File: src/sv/llfv_pkg.sv
// ----------------------------------------------------------------------------
// llfv_pkg
// shared types and constants of the log-law friction velocity solver
// ----------------------------------------------------------------------------
package llfv_pkg;

    localparam int LOG_FRAC  = 24;
    localparam int DIV_W     = 64;
    localparam int CFG_IDX_W = 2;
    localparam int CFG_DW    = 32;
    localparam int LG_W      = 29;

    localparam logic signed [31:0] LN2_Q30  = 32'sd744261118;
    localparam logic signed [63:0] FSAT     = 64'sd1073741824;
    localparam logic signed [63:0] STEP_SAT = 64'sd1099511627776;

    localparam logic [CFG_IDX_W-1:0] REG_HEIGHT = 2'd0;
    localparam logic [CFG_IDX_W-1:0] REG_KAPPA  = 2'd1;
    localparam logic [CFG_IDX_W-1:0] REG_OFFSET = 2'd2;
    localparam logic [CFG_IDX_W-1:0] REG_VISC   = 2'd3;

    typedef struct packed {
        logic [27:0]        reference_height;
        logic [15:0]        von_karman_constant;
        logic signed [23:0] log_offset;
        logic [31:0]        kinematic_viscosity;
    } cfg_t;

    typedef struct packed {
        logic signed [20:0] surface_flux_in;
        logic [25:0]        surface_temp_in;
        logic [31:0]        wind_speed;
    } item_t;

    typedef struct packed {
        logic               converged;
        logic [4:0]         steps_taken;
        logic [25:0]        surface_temp_out;
        logic signed [20:0] surface_flux_out;
        logic [31:0]        friction_velocity;
    } result_t;

    typedef struct packed {
        logic        start;
        logic [31:0] value;
    } log_req_t;

    typedef struct packed {
        logic            busy;
        logic            done;
        logic [LG_W-1:0] result;
    } log_rsp_t;

    typedef struct packed {
        logic             start;
        logic             neg;
        logic [DIV_W-1:0] dividend;
        logic [31:0]      divisor;
    } div_req_t;

    typedef struct packed {
        logic                    busy;
        logic                    done;
        logic signed [DIV_W-1:0] quotient;
    } div_rsp_t;

endpackage

File: src/sv/llfv_front.sv
// ----------------------------------------------------------------------------
// llfv_front
// input side: accepts items into a two-entry queue toward the solver
// ----------------------------------------------------------------------------
module llfv_front (
    input  logic           aclk,
    input  logic           aresetn,
    input  logic           s_tvalid,
    output logic           s_tready,
    input  llfv_pkg::item_t s_item,
    output logic           q_valid,
    input  logic           q_ready,
    output llfv_pkg::item_t q_item
);
    import llfv_pkg::*;

    item_t      q_mem [2];
    logic       wr_ptr_reg, wr_ptr_next;
    logic       rd_ptr_reg, rd_ptr_next;
    logic [1:0] count_reg, count_next;
    logic       push, pop;

    assign s_tready = (count_reg != 2'd2);
    assign q_valid  = (count_reg != 2'd0);
    assign q_item   = q_mem[rd_ptr_reg];
    assign push     = s_tvalid && s_tready;
    assign pop      = q_valid && q_ready;

    always_comb begin
        wr_ptr_next = push ? ~wr_ptr_reg : wr_ptr_reg;
        rd_ptr_next = pop ? ~rd_ptr_reg : rd_ptr_reg;
        count_next  = count_reg + {1'b0, push} - {1'b0, pop};
    end

    always_ff @(posedge aclk) begin
        if (!aresetn) begin
            wr_ptr_reg <= 1'b0;
            rd_ptr_reg <= 1'b0;
            count_reg  <= 2'd0;
        end else begin
            wr_ptr_reg <= wr_ptr_next;
            rd_ptr_reg <= rd_ptr_next;
            count_reg  <= count_next;
        end
    end

    always_ff @(posedge aclk) begin
        if (push) begin
            q_mem[wr_ptr_reg] <= s_item;
        end
    end

endmodule

File: config.mk
export PLATFORM = sky130hd
export DESIGN_NAME = llfv_front
export DESIGN_NICKNAME = d
export VERILOG_FILES = /design/src/sv/llfv_pkg.sv /design/src/sv/llfv_front.sv
export SDC_FILE = /design/constraint.sdc
export NUM_CORES = 1
export LEC_CHECK = 0
export ABC_AREA = 1
export BUFFER_PORTS_ARGS = -buffer_cell sky130_fd_sc_hd__buf_2
export CORE_UTILIZATION = 47
export DETAILED_ROUTE_END_ITERATION = 8
export HOLD_SLACK_MARGIN = 0.15
export PLACE_DENSITY = 0.76
export SLEW_MARGIN = 5
export SYNTH_ARGS = -nofsm -noshare
export SYNTH_HDL_FRONTEND = slang
export SYNTH_SLANG_ARGS = --single-unit
File: constraint.sdc
create_clock -name aclk -period 4.5 [get_ports aclk]
set_input_delay 0.225 -clock aclk [delete_from_list [all_inputs] [get_ports aclk]]
set_output_delay 0.225 -clock aclk [all_outputs]
set_load 0.02 [all_outputs]
==> summary.md <==
| Metric | Value |
|---|---|
| Status | `complete, no violations` |
| Fraction of layout instances using a drive strength above 1 | `0.493` |
| Maximum number of pins on one net before global-route repair | `80` |
| Number of flip-flops under the largest register name | `158` |
| Final hold violations | `0` |
| Number of antenna violations at the first check in global routing | `0` |
| Top FF cell, synth | `sky130_fd_sc_hd__edfxtp_1` |
| Avg Cell Area, Syn | `21.2 µm²` |
| Leading post-synthesis cells by instance count | `sky130_fd_sc_hd__edfxtp_1 (158), sky130_fd_sc_hd__mux2_2 (69), sky130_fd_sc_hd__mux2_4 (10), sky130_fd_sc_hd__nand2_1 (9), sky130_fd_sc_hd__nor2_1 (8)` |
| Power per cell area | `548 nW/µm²` |
| Peak fanout along the critical path | `just under 80` |
| Vias in the first global route | `3640` |
| Dominant cells by area after synthesis | `sky130_fd_sc_hd__edfxtp_1 (79%), sky130_fd_sc_hd__mux2_2 (13%), sky130_fd_sc_hd__mux2_4 (2.5%)` |
| Number of buffers on the longest clock path | `2` |
| Worst setup SP type | `register` |
| Seq/Total Area, Yosys | `0.811` |
| Post-detailed-route wirelength per cell | `15.7 µm` |
| CP peak stage delay | `1.10 ns` |
| Final setup TNS | `0 ns` |
| Transition at the pin with the smallest max-transition slack | `1.12 ns` |
| Yosys cell types | `12` |
| Synth Register Bits | `163` |
| H-Tree Depth | `4` |
| Setup repair after global routing missed its margin | `no` |
| I/O pin total | `164` |
| Standard-cell row count | `40` |
| Vias | `approximately 3400` |
| Final wirelength | `11300 µm` |
| Count leader, synth | `sky130_fd_sc_hd__edfxtp_1` |
| Final net count | `624` |
| Die height | `about 110 µm` |
| Worst slew slack as a fraction of its limit | `0.253` |
| Sequence of cells on the critical path | `mux2_2 > buf_2` |
| Path type of the worst min-delay path | `register to register` |
| Reg clk slew, reported paths | `0.06 ns` |
| First-pass DRT Iterations | `4` |
| Period Utilization, post-route | `0.531` |
| Peak supply drop | `0.340 mV` |
| Final RePlAce weighted congestion | `around 0.69` |
| Reg2reg setup slack | `2.38 ns` |
| Count of final setup violators | `0` |
| Number of routed nets with antenna violations | `0` |
| CP endpoint kind | `output pin` |
| Filler Cells Inserted | `822` |
| Max-slew violation count | `0` |
| Syn Nets | `~370` |
| PostCTS Resize Cnt | `0` |
| Crit Path Category | `register to output pin` |
| GRT Total Usage | `0.178` |
| Proportion of netlist area held by the largest area contributor | `0.794` |
| Summed instance area of the synthesized netlist | `roughly 6000 µm²` |
| Achievable frequency | `419 MHz` |
| Inserted Clock Buffers | `17` |
| PortBufs | `163` |
| Final global-route overflow total | `0` |
| Final HPWL from detailed placement | `6450 µm` |
| Worst hold margin | `0.520 ns` |
| Max-cap violations | `0` |
| Number of synthesis warnings | `0` |
| Count of flip-flops with a built-in enable after synthesis | `between 150 and 200` |
| Time the final worst path needs with I/O delays and setup | `2.39 ns` |
| Critical path's slowest cell | `sky130_fd_sc_hd__dfxtp_4` |
| Final non-filler cell total | `720` |
| Syn-to-layout area delta | `40.6%` |
| Critical path arrival | `roughly 2.2 ns` |
| Worst clock skew | `just under 0.01 ns` |
| Effective utilization at floorplan | `0.489` |
| Clock insertion delay at the later pin of the skew report | `approximately 0.42 ns` |
| Core region area | `~12000 µm²` |
| Lkg Pwr | `approximately 3.2 nW` |
| Cell taking the most area after synthesis | `sky130_fd_sc_hd__edfxtp_1` |
| ANT cells | `0` |
| Number of cells after detailed placement | `606` |
| Floorplan die width | `115 µm` |
| Total Die Area | `13200 µm²` |
| Residual DRC count | `0` |
| CTS tree | `done` |
| First-pass GRT wire length | `~17000 µm` |
| Vias per inst | `4.74` |
| Clock root buffer master | `sky130_fd_sc_hd__clkbuf_16` |
| Share of flip-flops with an asynchronous set or reset after synthesis | `0` |
| Number of design-rule violations left by the first detailed-router iteration | `roughly 170` |
| TritonCTS Sinks | `163` |
| Critical path data required time | `4.28 ns` |
| Number of standard cells after synthesis | `282` |
where the power goes:
group / leakage (nW) / switching [W] / internal (W)
Clock: 0.284 / 0.000527 / 0.000922
Combinational: 1.42 / 0.000612 / 0.000483
Sequential: 1.52 / 0.000137 / 0.00192
Total: 3.22 / 0.00128 / 0.00333
logic make-up (layout without fill, tap and decap cells):
kind of cell,after synthesis,count (layout),synth area share
buffers and inverters,16,286,0.0151
adders and majority gates,2,2,0.00419
DFF,163,163,0.811
AOI/OAI and AO/OA,2,2,0.00168
muxes,79,79,0.155
and+or+nand+nor,20,20,0.0132
cell type report:
cell class | count | area (µm²) | area share
clock buffers | 21 | 440 | 0.0524
flip-flops and latches | 163 | 4850 | 0.577
multi-input cells | 103 | 1050 | 0.125
inverters | 7 | 27.5 | 0.00328
clock inverters | 11 | 160 | 0.0191
well taps | 168 | 210 | 0.0250
repair buffers | 247 | 1660 | 0.198
cell usage in the layout (no fill, tap or decap), drive strengths merged, types with 5 or more instances in the layout:
cell,synthesis,routed
buf,9,165
clkbuf,0,21
clkinv,0,6
dfxtp,5,5
dlygate4sd3,0,82
edfxtp,158,158
inv,7,6
mux2,79,79
nand2,9,9
nor2,8,8
worst max-delay path, delay by kind of cell, from the launching register on:
family | cells | cell delay, ns
multiplexers | 1 | 0.45
flip-flops | 1 | 1.10
buffers and inverters | 1 | 0.17
final timing paths:
| check | depth (start not counted) | endpoint | startpoint |
|---|---|---|---|
| worst min register to register | 2 | rd_ptr_reg$_SDFFE_PN0P_ | rd_ptr_reg$_SDFFE_PN0P_ |
| worst max-delay path | 2 | q_item[35] | register |
| worst min-delay path | 2 | rd_ptr_reg$_SDFFE_PN0P_ | rd_ptr_reg$_SDFFE_PN0P_ |
| worst max register to register | 5 | q_mem[1][13]$_DFFE_PP_ | count_reg[0]$_SDFF_PN0_ |
layer usage:
layer,wire [µm],GRT usage,up-vias
li1,-,-,1612
met1,4300,0.177,1652
met2,5950,0.326,127
met3,717,0.0564,25
met4,305,0.105,0
met5,0,0,-
metrics by stage:
step | setup slack [ns] | total power [W] | utilization | instance area [µm²]
4_1_cts | 2.07 | 0.00464 | 0.688 | 8400
2_1_floorplan | 1.30 | 0.00279 | - | 5980
6_report | 2.11 | 0.00460 | 0.688 | 8400
3_5_place_dp | 2.35 | 0.00314 | 0.571 | 6980
5_1_grt | 1.99 | 0.00478 | 0.688 | 8400
3_3_place_gp | 2.45 | 0.00311 | 0.571 | 6980
timing repair:
item | in CTS | in global routing
hold endpoints to repair | 163 | 0
hold buffers | 82 | 0
setup buffers | 0 | 0
Power figures use the tool's default switching activity.
